### config.mk
export PLATFORM = sky130hd
export DESIGN_NAME = double_ended_queue_unit
export DESIGN_NICKNAME = d
export VERILOG_FILES = /design/src/deq_pkg.sv /design/src/deq_ram.sv /design/src/double_ended_queue_unit.sv
export SDC_FILE = /design/constraint.sdc
export NUM_CORES = 1
export LEC_CHECK = 0
export ABC_CLOCK_PERIOD_IN_PS = 4450
export BUFFER_PORTS_ARGS = -buffer_cell sky130_fd_sc_hd__buf_2
export CAP_MARGIN = 20
export CORE_UTILIZATION = 40
export DETAILED_ROUTE_END_ITERATION = 6
export GPL_ROUTABILITY_DRIVEN = 0
export PLACE_DENSITY_LB_ADDON = 0.12
export SLEW_MARGIN = 40
export SYNTH_ARGS = -nofsm -noshare
export SYNTH_HDL_FRONTEND = slang
export SYNTH_SLANG_ARGS = --single-unit
### constraint.sdc
create_clock -name clk -period 4.45 [get_ports clk]
set_clock_uncertainty 0.15 [all_clocks]
set_input_delay 0.89 -clock clk [delete_from_list [all_inputs] [get_ports clk]]
set_output_delay 0.89 -clock clk [all_outputs]
set_load 0.05 [all_outputs]
### src/deq_pkg.sv
// shared constants for the double-ended queue: request and status codes,
// fixed port widths and parameter defaults; no dependencies
`default_nettype none

package deq_pkg;

    localparam int DEPTH_DEF      = 16;
    localparam int DATA_WIDTH_DEF = 32;

    localparam int REQ_W       = 4;
    localparam int INDEX_W     = 4;
    localparam int PORT_DATA_W = 32;
    localparam int STATUS_W    = 2;
    localparam int FILL_W      = 5;

    localparam logic [REQ_W-1:0] REQ_PUSH_BACK  = 4'd0;
    localparam logic [REQ_W-1:0] REQ_POP_BACK   = 4'd1;
    localparam logic [REQ_W-1:0] REQ_PUSH_FRONT = 4'd2;
    localparam logic [REQ_W-1:0] REQ_POP_FRONT  = 4'd3;
    localparam logic [REQ_W-1:0] REQ_GET        = 4'd4;
    localparam logic [REQ_W-1:0] REQ_REPLACE    = 4'd5;
    localparam logic [REQ_W-1:0] REQ_REMOVE     = 4'd6;
    localparam logic [REQ_W-1:0] REQ_PEEK_LAST  = 4'd7;
    localparam logic [REQ_W-1:0] REQ_CLEAR      = 4'd8;

    localparam logic [STATUS_W-1:0] STAT_OK    = 2'd0;
    localparam logic [STATUS_W-1:0] STAT_FULL  = 2'd1;
    localparam logic [STATUS_W-1:0] STAT_EMPTY = 2'd2;
    localparam logic [STATUS_W-1:0] STAT_RANGE = 2'd3;

endpackage

`default_nettype wire

### src/deq_ram.sv
// generic single-port-write, single-port-read ram with registered read data
// depends on deq_pkg for its parameter defaults
`default_nettype none

module deq_ram #(
    parameter int WIDTH = deq_pkg::DATA_WIDTH_DEF,
    parameter int DEPTH = deq_pkg::DEPTH_DEF
) (
    input  wire logic                     clk,
    input  wire logic                     wr_en,
    input  wire logic [$clog2(DEPTH)-1:0] wr_addr,
    input  wire logic [WIDTH-1:0]         wr_data,
    input  wire logic                     rd_en,
    input  wire logic [$clog2(DEPTH)-1:0] rd_addr,
    output logic      [WIDTH-1:0]         rd_data
);

    logic [WIDTH-1:0] mem [DEPTH];

    always_ff @(posedge clk)
    begin
        if (wr_en)
        begin
            mem[wr_addr] <= wr_data;
        end
        if (rd_en)
        begin
            rd_data <= mem[rd_addr];
        end
    end

endmodule

`default_nettype wire

### src/double_ended_queue_unit.sv
// double-ended queue top level: request channel, result channel, sequencer
// depends on deq_pkg and deq_ram (element store)
//
// usage
//   requests come in on in_valid/in_stall with req_type, index and write_data;
//   every transaction on the request side gives exactly one transaction on the
//   result side with status, read_data and fill_count, in request order.
//   elements sit in one synchronous ram (one write, one read port, registered
//   read data) addressed as a ring from the head pointer.
// sequencing
//   push, replace, clear and refused requests: result registered from the
//   accepted request. pop, get and peek: ram read issued with the request,
//   read data taken into the output register in S_READ. remove at position
//   p moves each later element down by one ram read (S_SH_RD) and one ram
//   write (S_SH_WR); no new request is taken outside S_IDLE.
// reset
//   the queue comes up empty with the head at slot zero; store contents are
//   left as they are and never read before being written.
// stalls
//   a waiting result is held in the output register; one further request is
//   taken only once that register is free or being emptied.
`default_nettype none

module double_ended_queue_unit #(
    parameter int DEPTH      = deq_pkg::DEPTH_DEF,
    parameter int DATA_WIDTH = deq_pkg::DATA_WIDTH_DEF
) (
    input  wire logic                             clk,
    input  wire logic                             rst_n,
    input  wire logic                             in_valid,
    output logic                                  in_stall,
    input  wire logic [deq_pkg::REQ_W-1:0]        req_type,
    input  wire logic [deq_pkg::INDEX_W-1:0]      index,
    input  wire logic [deq_pkg::PORT_DATA_W-1:0]  write_data,
    output logic                                  out_valid,
    input  wire logic                             out_stall,
    output logic      [deq_pkg::STATUS_W-1:0]     status,
    output logic      [deq_pkg::PORT_DATA_W-1:0]  read_data,
    output logic      [deq_pkg::FILL_W-1:0]       fill_count
);

    localparam int PTR_W = $clog2(DEPTH);
    localparam int CNT_W = $clog2(DEPTH + 1);
    localparam int CMP_W = (CNT_W > deq_pkg::INDEX_W) ? CNT_W : deq_pkg::INDEX_W;
    localparam logic [PTR_W:0]   DEPTH_EXT = (PTR_W + 1)'(DEPTH);
    localparam logic [PTR_W-1:0] LAST_OFF  = PTR_W'(DEPTH - 1);
    localparam logic [CNT_W-1:0] CNT_FULL  = CNT_W'(DEPTH);

    localparam logic [1:0] S_IDLE  = 2'd0;
    localparam logic [1:0] S_READ  = 2'd1;
    localparam logic [1:0] S_SH_RD = 2'd2;
    localparam logic [1:0] S_SH_WR = 2'd3;

    logic [1:0]                        state_reg, state_next;
    logic [PTR_W-1:0]                  head_reg, head_next;
    logic [CNT_W-1:0]                  count_reg, count_next;
    logic [PTR_W-1:0]                  cur_reg, cur_next;
    logic                              out_valid_reg, out_valid_next;
    logic [deq_pkg::STATUS_W-1:0]      status_reg, status_next;
    logic [deq_pkg::PORT_DATA_W-1:0]   read_data_reg, read_data_next;
    logic [deq_pkg::FILL_W-1:0]        fill_reg, fill_next;

    logic                              ram_we;
    logic [PTR_W-1:0]                  ram_waddr;
    logic [DATA_WIDTH-1:0]             ram_wdata;
    logic                              ram_re;
    logic [PTR_W-1:0]                  ram_raddr;
    logic [DATA_WIDTH-1:0]             ram_rdata;

    logic                              in_acc;
    logic                              is_full;
    logic                              is_empty;
    logic                              idx_ok;
    logic [CMP_W-1:0]                  idx_ext;
    logic [PTR_W-1:0]                  idx_p;
    logic [PTR_W-1:0]                  back_off;
    logic [deq_pkg::STATUS_W-1:0]      req_status;
    logic                              req_done;

    function automatic logic [PTR_W-1:0] slot_at(input logic [PTR_W-1:0] base,
                                                 input logic [PTR_W-1:0] off);
        logic [PTR_W:0] sum;
        sum = {1'b0, base} + {1'b0, off};
        if (sum >= DEPTH_EXT)
        begin
            sum = sum - DEPTH_EXT;
        end
        return sum[PTR_W-1:0];
    endfunction

    assign in_stall  = (state_reg != S_IDLE) || (out_valid_reg && out_stall);
    assign in_acc    = in_valid && !in_stall;
    assign is_full   = (count_reg == CNT_FULL);
    assign is_empty  = (count_reg == '0);
    assign idx_ext   = CMP_W'(index);
    assign idx_ok    = (idx_ext < CMP_W'(count_reg));
    assign idx_p     = idx_ext[PTR_W-1:0];
    assign back_off  = PTR_W'(count_reg - CNT_W'(1));

    always_comb
    begin
        state_next     = state_reg;
        head_next      = head_reg;
        count_next     = count_reg;
        cur_next       = cur_reg;
        out_valid_next = out_valid_reg && out_stall;
        status_next    = status_reg;
        read_data_next = read_data_reg;
        fill_next      = fill_reg;
        ram_we         = 1'b0;
        ram_waddr      = head_reg;
        ram_wdata      = DATA_WIDTH'(write_data);
        ram_re         = 1'b0;
        ram_raddr      = head_reg;
        req_status     = deq_pkg::STAT_OK;
        req_done       = 1'b1;

        case (state_reg)
            S_IDLE:
            begin
                if (in_acc)
                begin
                    case (req_type)
                        deq_pkg::REQ_PUSH_BACK:
                        begin
                            if (is_full)
                            begin
                                req_status = deq_pkg::STAT_FULL;
                            end
                            else
                            begin
                                ram_we     = 1'b1;
                                ram_waddr  = slot_at(head_reg, PTR_W'(count_reg));
                                count_next = count_reg + CNT_W'(1);
                            end
                        end
                        deq_pkg::REQ_PUSH_FRONT:
                        begin
                            if (is_full)
                            begin
                                req_status = deq_pkg::STAT_FULL;
                            end
                            else
                            begin
                                head_next  = slot_at(head_reg, LAST_OFF);
                                ram_we     = 1'b1;
                                ram_waddr  = head_next;
                                count_next = count_reg + CNT_W'(1);
                            end
                        end
                        deq_pkg::REQ_POP_BACK:
                        begin
                            if (is_empty)
                            begin
                                req_status = deq_pkg::STAT_EMPTY;
                            end
                            else
                            begin
                                ram_re     = 1'b1;
                                ram_raddr  = slot_at(head_reg, back_off);
                                count_next = count_reg - CNT_W'(1);
                                req_done   = 1'b0;
                                state_next = S_READ;
                            end
                        end
                        deq_pkg::REQ_POP_FRONT:
                        begin
                            if (is_empty)
                            begin
                                req_status = deq_pkg::STAT_EMPTY;
                            end
                            else
                            begin
                                ram_re     = 1'b1;
                                ram_raddr  = head_reg;
                                head_next  = slot_at(head_reg, PTR_W'(1));
                                count_next = count_reg - CNT_W'(1);
                                req_done   = 1'b0;
                                state_next = S_READ;
                            end
                        end
                        deq_pkg::REQ_PEEK_LAST:
                        begin
                            if (is_empty)
                            begin
                                req_status = deq_pkg::STAT_EMPTY;
                            end
                            else
                            begin
                                ram_re     = 1'b1;
                                ram_raddr  = slot_at(head_reg, back_off);
                                req_done   = 1'b0;
                                state_next = S_READ;
                            end
                        end
                        deq_pkg::REQ_GET:
                        begin
                            if (!idx_ok)
                            begin
                                req_status = deq_pkg::STAT_RANGE;
                            end
                            else
                            begin
                                ram_re     = 1'b1;
                                ram_raddr  = slot_at(head_reg, idx_p);
                                req_done   = 1'b0;
                                state_next = S_READ;
                            end
                        end
                        deq_pkg::REQ_REPLACE:
                        begin
                            if (!idx_ok)
                            begin
                                req_status = deq_pkg::STAT_RANGE;
                            end
                            else
                            begin
                                ram_we    = 1'b1;
                                ram_waddr = slot_at(head_reg, idx_p);
                            end
                        end
                        deq_pkg::REQ_REMOVE:
                        begin
                            if (!idx_ok)
                            begin
                                req_status = deq_pkg::STAT_RANGE;
                            end
                            else if ((idx_ext + CMP_W'(1)) < CMP_W'(count_reg))
                            begin
                                cur_next   = idx_p;
                                req_done   = 1'b0;
                                state_next = S_SH_RD;
                            end
                            else
                            begin
                                count_next = count_reg - CNT_W'(1);
                            end
                        end
                        deq_pkg::REQ_CLEAR:
                        begin
                            head_next  = '0;
                            count_next = '0;
                        end
                        default:
                        begin
                            req_status = deq_pkg::STAT_OK;
                        end
                    endcase

                    if (req_done)
                    begin
                        out_valid_next = 1'b1;
                        status_next    = req_status;
                        read_data_next = '0;
                        fill_next      = deq_pkg::FILL_W'(count_next);
                    end
                end
            end
            S_READ:
            begin
                out_valid_next = 1'b1;
                status_next    = deq_pkg::STAT_OK;
                read_data_next = deq_pkg::PORT_DATA_W'(ram_rdata);
                fill_next      = deq_pkg::FILL_W'(count_reg);
                state_next     = S_IDLE;
            end
            S_SH_RD:
            begin
                ram_re     = 1'b1;
                ram_raddr  = slot_at(head_reg, cur_reg + PTR_W'(1));
                state_next = S_SH_WR;
            end
            S_SH_WR:
            begin
                ram_we    = 1'b1;
                ram_waddr = slot_at(head_reg, cur_reg);
                ram_wdata = ram_rdata;
                cur_next  = cur_reg + PTR_W'(1);
                if ((CNT_W'(cur_reg) + CNT_W'(2)) < count_reg)
                begin
                    state_next = S_SH_RD;
                end
                else
                begin
                    count_next     = count_reg - CNT_W'(1);
                    out_valid_next = 1'b1;
                    status_next    = deq_pkg::STAT_OK;
                    read_data_next = '0;
                    fill_next      = deq_pkg::FILL_W'(count_next);
                    state_next     = S_IDLE;
                end
            end
            default:
            begin
                state_next = S_IDLE;
            end
        endcase
    end

    always_ff @(posedge clk or negedge rst_n)
    begin
        if (!rst_n)
        begin
            state_reg     <= S_IDLE;
            head_reg      <= '0;
            count_reg     <= '0;
            out_valid_reg <= 1'b0;
        end
        else
        begin
            state_reg     <= state_next;
            head_reg      <= head_next;
            count_reg     <= count_next;
            out_valid_reg <= out_valid_next;
        end
    end

    always_ff @(posedge clk)
    begin
        cur_reg       <= cur_next;
        status_reg    <= status_next;
        read_data_reg <= read_data_next;
        fill_reg      <= fill_next;
    end

    deq_ram #(
        .WIDTH (DATA_WIDTH),
        .DEPTH (DEPTH)
    ) u_store (
        .clk     (clk),
        .wr_en   (ram_we),
        .wr_addr (ram_waddr),
        .wr_data (ram_wdata),
        .rd_en   (ram_re),
        .rd_addr (ram_raddr),
        .rd_data (ram_rdata)
    );

    assign out_valid  = out_valid_reg;
    assign status     = status_reg;
    assign read_data  = read_data_reg;
    assign fill_count = fill_reg;

endmodule

`default_nettype wire

== Yosys cells after proc, flatten, opt, wreduce, memory -nomap -nowiden ==
Memory sizes are Yosys's and may differ from the RTL's. A register that Yosys moved wholly into a read port is not among the register bits.
Index checks and enable logic that the tools add are counted.
Operators by class
  $add $sub $neg: 19
  shift operators: 0
  muxes and demuxes: 78
  bitwise operators: 0
  reduce and logical (&&, ||, !) cells: 21
  $lt $le $gt $ge: 10
  divide/modulo/power cells: 0
  multiply operators: 0
  eq/ne operators: 24
Operator list (count)
  $mux W32: 4
  $pmux W32 S3: 1
  $mux W4: 18
  $mux W5: 8
  $ge A5 B5 Y1 const B: 7
  $pmux W4 S2: 4
  $sub A4 B1 Y4 const B: 7
  $add A4 B4 Y5: 5
  $pmux W4 S3: 2
  $mux W2: 11
  $pmux W5 S4: 1
  $pmux W2 S3: 3
  $mux W1: 17
  $eq A4 B3 Y1 const B: 4
  $pmux W5 S3: 1
  $ne A3 B3 Y1 const B: 4
  $add A4 B1 Y5 const B: 2
  $lt A5 B5 Y1: 2
  $ne A2 B2 Y1 const B: 5
  $pmux W5 S2: 1
  $eq A4 B2 Y1 const B: 2
  $pmux W1 S2: 4
  $pmux W2 S4: 1
  $reduce_and A4 Y1: 2
  other kinds (27): 36
Storage, ports and cells
  memories kept: 1
  RAM bits: 512
  register bits: 55
  bits in latches: 0
  memory bits (read-only): 0
Memory list
  u_store.mem: depth 16, bits a word 32, read ports 1, clocked after Yosys merged registers in 1, wr ports 1, RTL line deq_ram.sv:18  | logic [WIDTH-1:0] mem [DEPTH];

== Logic depth before layout (Yosys ltp) ==
Gate-level depths: netlist (run 1).
  depth in word-level cells: 10
  depth in mapped cells: 15
  mapped depth without buffers: 12

== By module ==
From an unflattened synthesis (run 1), not the netlist that was laid out.
Second synthesis, totals
  cell total of the unflattened synthesis: 1385
  area total of the unflattened synthesis: 25102.8 um2
Modules (own cells, without submodules)
  deq_ram: cells an instance 838, area an instance 20155.6 um2, instances 1
  double_ended_queue_unit: cells an instance 547, area an instance 4947.2 um2, instances 1

== Worst setup path before layout (run 1) ==
OpenSTA, ideal clock, no wires.
  path kind: flip-flop to flip-flop
  start: reg count_reg[3]
  end: reg u_store.rd_data[0], read port of u_store.mem, enable pin
  slack: -501 ps
  setup time: 466 ps
  data arrival time: 4335 ps
  buffers on the path: 1
  period minus slack after synthesis: 4951 ps
  data required time: 3834 ps
  cell stages (with the launch flop): 9
  cells stage by stage: dfrtp_1 -> clkbuf_1 -> clkinv_1 -> ha_1 -> o21ai_0 -> nor2b_1 -> nor3_4 -> o31a_1 -> o21ai_0
On the way
  elaborated cells between the ends (all ways): 17
  those cells by class: 3 x add/sub; 2 x order compare; 11 x mux; 1 x reduce/logical
RTL lines
  from (decl): RTL line double_ended_queue_unit.sv:56  | logic [CNT_W-1:0] count_reg, count_next;
  from (signal assigned): RTL line double_ended_queue_unit.sv:313  | count_reg <= count_next;
  $lt A4 B5 Y1 or $logic_not A5 Y1 (tied branches): RTL line double_ended_queue_unit.sv:96, double_ended_queue_unit.sv:94
  $mux W1 (on tied branches)
  $pmux W1 S2 (*): RTL line double_ended_queue_unit.sv:123  | case (req_type)
  $mux W1 (*): RTL line double_ended_queue_unit.sv:121  | if (in_acc)
  $pmux W1 S2 (*): RTL line double_ended_queue_unit.sv:118  | case (state_reg)
  named net ram_re: RTL line double_ended_queue_unit.sv:66  | logic ram_re;
  to (decl): RTL line deq_ram.sv:15  | output logic [WIDTH-1:0] rd_data
Mark *: on every way through the listed nets, which the timed path passes. The rest lies on a longest branch.
A chain may end at the register's enable or synchronous reset.

== Worst setup path after layout (run 1) ==
  start: reg count_reg[1]
  end: reg u_store.rd_data[20], read port of u_store.mem, data pin
On the way
  longest elaborated chain between the ends: 8
  elaborated cells between the ends (all ways): 17
  those cells by class: 3 x add/sub; 2 x order compare; 11 x mux; 1 x reduce/logical
Ends and longest elaborated chain
  $sub A5 B1 Y5
  $add A4 B4 Y5: RTL line double_ended_queue_unit.sv:83  | sum = {1'b0, base} + {1'b0, off};
  $sub A4 B1 Y4 or $ge A5 B5 Y1 (tied branches): RTL line double_ended_queue_unit.sv:86, double_ended_queue_unit.sv:84
  $mux W4: RTL line double_ended_queue_unit.sv:84  | if (sum >= DEPTH_EXT)
  $mux W4: RTL line double_ended_queue_unit.sv:153  | if (is_empty)
  $pmux W4 S2: RTL line double_ended_queue_unit.sv:123
  $mux W4: RTL line double_ended_queue_unit.sv:121
  $pmux W4 S2: RTL line double_ended_queue_unit.sv:118
Several ways; a longest one is shown, not always the timed one.

==> results of run 1 <==
## placed cells by master (no fill, tap or decap), types with 14 or more instances in the layout
cell type and instances:
a21oi_1 31, and2_1 34, buf_12 38, buf_2 84, buf_4 49, clkbuf_16 71
clkinv_1 16, clkinv_2 16, edfxtp_1 587, ha_1 36, inv_1 25, mux2_2 36
mux2i_1 481, nand2_1 31, nor2_1 36, o21ai_0 27, xnor2_1 14
## layer usage
layer	wire, microns	share of wire (%)	vias up	global-route usage, %
met5	0	0	-	0
met1	29500	47	7276	26.3
met4	1180	1.9	0	5.56
li1	-	-	6707	-
met3	2350	3.7	77	2.94
met2	29600	47	299	30.2
## power by group
part           leakage (nW)  internal (mW)  switching [mW]
sequential             5.45           7.81           0.338
combinational          5.64           5.37            7.59
clock                  1.05           3.11            2.21
total                  12.1           16.3            10.1
## cell families after synthesis
group           Yosys count
xor+xnor                 25
simple gates            192
mux                     517
flops                   599
fa+ha+maj                43
buf+inv                 114
compound gates          154
## layout make-up
cell class / instances / area [sq um] / share of cell area [%]
Clock buffer: 82 / 1830 / 5.89
Timing Repair Buffer: 172 / 1560 / 5.02
Tap cell: 864 / 1080 / 3.48
Clock inverter: 38 / 288 / 0.927
Sequential cell: 599 / 17900 / 57.7
Multi-Input combinational cell: 931 / 8260 / 26.6
Inverter: 27 / 101 / 0.326
## cells in the mapped netlist (8+ instances only)
cell type / n / area (sq um)
inv_1: 25 / 93.8
o21ai_0: 28 / 140
a21o_1: 12 / 90.1
clkbuf_1: 32 / 120
a31oi_1: 12 / 75.1
and2_1: 35 / 219
nor2_1: 48 / 180
nor2b_1: 8 / 50.1
nand2_1: 31 / 116
edfxtp_1: 587 / 17600
mux2i_1: 481 / 4810
a21oi_1: 31 / 155
xnor2_1: 14 / 123
dfrtp_1: 12 / 300
buf_2: 24 / 120
mux2_2: 36 / 405
ha_1: 38 / 475
xor2_1: 11 / 96.3
buf_6: 27 / 304
nand2b_1: 9 / 56.3
nor3_1: 14 / 70.1
nand3_1: 13 / 65.1
## path summary, 6_finish.rpt
kind,to,cells after the start,start
max in group asynchronous,head_reg[2],1,rst_n
worst min register to register,read_data[30],1,u_store.rd_data[30]
worst max-delay path,u_store.rd_data[20],15,count_reg[1]
worst max register to register,u_store.rd_data[20],15,count_reg[1]
min in group clk,read_data[30],1,u_store.rd_data[30]
worst min-delay path,state_reg[1],1,rst_n
==> flow_summary.toml, run 1 <==
[route]
initialDrtViolationCount = 1003
drc = 0
firstDrtPassIters = 6
vias_per_cell = 5.29
wl_per_cell_microns = 23.1
ant_nets = 0
routed_wl_microns = 62700
vias = 14400

[power_and_ir_drop]
pwr_density_cell_mw_per_mm2 = 851
p_leak_nw = 12.1
p_total_mw = 26.4
ir_drop_mv = 0.621

[timing]
max_freq_ghz = 0.245
rsz0062_at_grt = "false"
final.min_clock_period_ns = 4.08
hold-worst-slack_ns = 0.0582
fin_crit_sh_pct = 91.6
hold_viol_final = 0
fin_ws_ns = 0.374
tns_ns = 0
setup_violations = 0
slew_violations = 0
relSlewSlack_pct = 50.4
worstMarginPinSlew_ns = 0.743

[logic_synthesis]
synthMuxAreaShare_pct = 19.6
synth_top_family_by_area = "multiplexers"
synth_seq_area_share_pct = 67.2
synth_flop_cell = "edfxtp_1"
syn-mean-instance-area_sq_um = 16.2
ys_types = 71
synth_xor_area_share_pct = 0.820
syn-num-nets = 1731
synth-compound-area-share_pct = 3.96
synth_area_sq_mm = 0.0267
yosys_warnings = 0
synth-edff-count = 587
ys_async_sr_fraction_pct = 2.00
synthSimpleGateAreaFrac_pct = 3.86
synthAdderAreaFrac_pct = 2.16
synth-seq-cells = 599
synthCells = 1644

[clocking]
cts_max_path_buffers = 3
cts_buffers = 68
h-tree-depth = 3
ctsHoldBuffers = 0
postCtsSetupBuffers = 0
cts_sinks = 599
root_buffer = "clkbuf_16"
ctsResizeCount = 0
tritoncts = "done"
clk_latency_ns = 0.60
cts.clk_slew.worst_paths_ns = 0.06

[grt]
grtUsageTotal_pct = 18.8
antenna_found_initial = 0
grt_pass1_vias = 14400
grt_pass1_wl_microns = 93700
grt_max_degree = 69
gr-total-overflow = 0

[worst_setup_path]
cp.buffers_inverters = 4
arrival_ns = 4.26
path_cells = "inv_1 > ha_1 > nor2b_1 > nand2b_1 > ha_1 > a21oi_1 > xnor2_1 > or3_1 > a2111oi_1 > buf_4 > a311oi_4 > buf_12 > buf_4 > mux2i_1 > mux2i_1"
worst_setup_path_end_kind = "flip-flop"
critPathMaxStageDelay_ns = 0.44
required_ns = 4.63
worst_path_max_delay_cell = "a2111oi_1"
cp-start-kind = "flip-flop"
crit_family = "buffers and inverters"
r2r_setup_slack_ns = 0.37
path_class = "flip-flop to flip-flop"
path_max_fanout = 19

[placed_design]
port_buffers = 84
dp_slack_ns = 0.311
placed_area_sq_mm = 0.0289
dp.cells = 2593
dp_hpwl_microns = 37300

[floorplanning]
ios = 85
start_util_pct = 40.5
dieArea_sq_mm = 0.0678
fp.dieH_microns = 260
core_region_area_sq_mm = 0.0659
fp.dieW_microns = 260
rows = 94

[final_layout]
fin_nets = 1886
nFillCells = 5711
syn_to_final_growth_pct = 16.3
largest_register_ffs = 512
drive_gt1_share_pct = 18.3
stdcell_area_sq_mm = 0.0310
diodes = 0
utilization_pct = 47.1
fin_cells = 2713

[min_path]
hold_path_class = "primary input to async pin"

[run]
cap_violations = 0

[status]
outcome = "finished clean"
(Power assumes the default switching activity.)
==> inputs of run 2 (changes only) <==
--- a/config.mk
+++ b/config.mk
@@ -5,14 +5,15 @@
 export SDC_FILE = /design/constraint.sdc
 export NUM_CORES = 1
 export LEC_CHECK = 0
+export ABC_AREA = 1
 export ABC_CLOCK_PERIOD_IN_PS = 4450
 export BUFFER_PORTS_ARGS = -buffer_cell sky130_fd_sc_hd__buf_2
 export CAP_MARGIN = 20
 export CORE_UTILIZATION = 40
 export DETAILED_ROUTE_END_ITERATION = 6
 export GPL_ROUTABILITY_DRIVEN = 0
-export PLACE_DENSITY_LB_ADDON = 0.12
-export SLEW_MARGIN = 40
+export PLACE_DENSITY_LB_ADDON = 0.2
+export SLEW_MARGIN = 20
 export SYNTH_ARGS = -nofsm -noshare
 export SYNTH_HDL_FRONTEND = slang
 export SYNTH_SLANG_ARGS = --single-unit
==> run 2 against run 1 <==
Effect of this change:
- via count rose by 37%
- sequential share of layout area fell by 1.8 points
- total power down 55%
- sequential cell count did not move
- die area grew 5.3%
- worst hold slack better by 0.31 ns
- global-route usage increased by 2.5 points
- synthesized area rose by 5.3%
==> flow_summary.toml, run 2 <==
[status]
outcome = "finished clean"

[final_layout]
nFillCells = 6295
fin_cells = 3804
seq_area_sq_mm = 0.0179
layout_common_cells = "nand2_1 (673), nand3_1 (602), edfxtp_1 (587), inv_1 (418), buf_2 (84)"
syn_to_final_growth_pct = 14.1
multi_input_area_sq_mm = 0.00801
fin_nets = 2914
largest_register_ffs = 512
stdcell_area_sq_mm = 0.0321
utilization_pct = 46.4
final_common_cell = "nand2_1"
drive_gt1_share_pct = 9.64
diodes = 0

[logic_synthesis]
synth_flop_cell = "edfxtp_1"
synthSimpleGateAreaFrac_pct = 23.0
yosys_warnings = 0
synth_top_area_share_pct = 62.7
synthMuxAreaShare_pct = 0
synthAdderAreaFrac_pct = 2.05
synth_commonest_cells = "nand2_1 (677), nand3_1 (602), edfxtp_1 (587), inv_1 (420), buf_2 (75)"
syn-mean-instance-area_sq_um = 10.2
synth_seq_area_share_pct = 63.8
synth-compound-area-share_pct = 1.94
yosys-top-cells-area = "edfxtp_1 (63%), nand3_1 (11%), nand2_1 (9.0%)"
synth-edff-count = 587
synthDominantAreaCellType = "edfxtp_1"
synth_xor_area_share_pct = 0.779
synth_top_family_by_area = "simple AND/OR/NAND/NOR gates"
ys_types = 44
syn-num-nets = 2856
synth_most_common_cell = "nand2_1"
synthCells = 2769
synth_area_sq_mm = 0.0281
synth-seq-cells = 599
ys_async_sr_fraction_pct = 2.00

[floorplanning]
dieArea_sq_mm = 0.0714
fp.dieH_microns = 267
ios = 85
fp.dieW_microns = 267
rows = 96
core_region_area_sq_mm = 0.0691
start_util_pct = 40.7

[timing]
setup_violations = 0
fin_crit_sh_pct = 87.7
rsz0062_at_grt = "false"
relSlewSlack_pct = 42.2
max_freq_ghz = 0.256
tns_ns = 0
worstMarginPinSlew_ns = 0.861
final.min_clock_period_ns = 3.90
slew_violations = 0
fin_ws_ns = 0.548
hold_viol_final = 0
hold-worst-slack_ns = 0.365

[worst_setup_path]
path_max_fanout = 22
path_cells = "inv_1 > ha_1 > nand3_2 > inv_1 > nand2_1 > o211ai_1 > nand4_1 > o211ai_1 > nand2_1 > o21ai_0 > nand2_1 > nor2_4 > buf_4"
required_ns = 4.55
arrival_ns = 4.00
r2r_cells = 13
timing.rr.end = "u_store.mem[10][20]"
worst_path_max_delay_cell = "dfrtp_1"
cp-start-kind = "flip-flop"
critPathMaxStageDelay_ns = 0.51
crit_top_cell = "nand2_1"
path_class = "flip-flop to flip-flop"
worst_setup_path_end_kind = "flip-flop"
cp.buffers_inverters = 3
r2r_start = "count_reg[1]"
crit_family = "simple AND/OR/NAND/NOR gates"
r2r_setup_slack_ns = 0.55

[route]
ant_nets = 0
wl_per_cell_microns = 19.7
vias_per_cell = 5.18
initialDrtViolationCount = 1764
drc = 0
firstDrtPassIters = 5
routed_wl_microns = 75000
vias = 19700

[placed_design]
placed_area_sq_mm = 0.0299
dp_slack_ns = 0.448
dp.cells = 3688
port_buffers = 84
dp_hpwl_microns = 42200

[power_and_ir_drop]
pwr_density_cell_mw_per_mm2 = 373
p_leak_nw = 13.6
p_total_mw = 12.0
ir_drop_mv = 0.197

[clocking]
h-tree-depth = 3
cts_buffers = 67
clk_latency_ns = 0.61
tritoncts = "done"
cts_max_path_buffers = 3
cts_sinks = 599
cts.clk_slew.worst_paths_ns = 0.06
root_buffer = "clkbuf_16"

[run]
cap_violations = 0

[min_path]
holdCritStartpoint = "u_store.rd_data[7]"
holdPathStages = 2
holdPathEnd = "read_data[7]"
hold_path_class = "flip-flop to flip-flop"

[grt]
gr-total-overflow = 0
grt_pass1_vias = 19300
antenna_found_initial = 0
grt_pass1_wl_microns = 115000
grtUsageTotal_pct = 21.3
grt_max_degree = 151
run 2: changes by cell type in the layout (fill, tap and decap cells not counted), sizes merged, moves of 35 or more:
cell	before	now
inv	28	429
mux2	36	0
mux2i	481	0
nand2	31	680
nand3b	1	66
and2	35	0
nand3	13	606
run 2: what timing repair did:
| action | CTS | global route |
|---|---|---|
| setup endpoints to repair | 0 | 0 |
| buffers inserted | 0 | 0 |
| hold buffers | 1 | 0 |
| endpoints found under the hold margin | 6 | 0 |
| gates resized for setup | 0 | 0 |
run 2: worst register-to-register path, delay by kind of cell (launching register included):
kind,cells,cell delay (ns)
AOI/OAI and AO/OA,3,0.42
adders and majority gates,1,0.31
buffers and inverters,3,1.03
DFF,1,0.51
and+or+nand+nor,6,1.10
run 2: worst max-delay path by stage:
stage / start / endpoint / slack (ns) / depth (start not counted)
CTS: count_reg[1] / u_store.mem[10][24] / 0.58 / 13
detailed placement: req_type[3] / u_store.mem[10][12] / 0.45 / 13
global route: count_reg[1] / u_store.mem[10][20] / 0.24 / 13
global placement: req_type[3] / u_store.mem[10][12] / 0.52 / 13
floorplan: out_stall / u_store.mem[12][0] / 0.04 / 11
finish: count_reg[1] / u_store.mem[10][20] / 0.55 / 13
run 2: final cells by class:
| type | count | share of cell area, % |
|---|---|---|
| clock buffers | 86 | 5.58 |
| multi-input cells | 1590 | 25.0 |
| repair buffers | 140 | 3.68 |
| clock inverters | 29 | 1.22 |
| flip-flops and latches | 599 | 55.9 |
| well taps | 931 | 3.63 |
| inverters | 429 | 5.02 |
run 2: logic make-up (layout without fill, tap and decap cells):
logic type,Yosys count,count (layout)
AND/OR/NAND/NOR,1431,1431
AO/OA/AOI/OAI,91,91
flip-flops,599,599
XOR/XNOR,25,25
adder cells (fa/ha/maj),43,43
buffers and inverters,580,684
run 2: power by group:
part / total [mW] / switching (mW) / internal (mW) / leakage [nW]
Clock: 5.62 / 2.21 / 3.41 / 1.06
Combinational: 0.165 / 0.127 / 0.0380 / 7.02
Sequential: 6.18 / 0 / 6.18 / 5.56
run 2: layer usage:
layer / GRT usage [%] / share of wire (%)
met1: 28.8 / 45
met2: 35.3 / 48
met3: 3.20 / 4.8
met4: 6.76 / 2.7
met5: 0 / 0
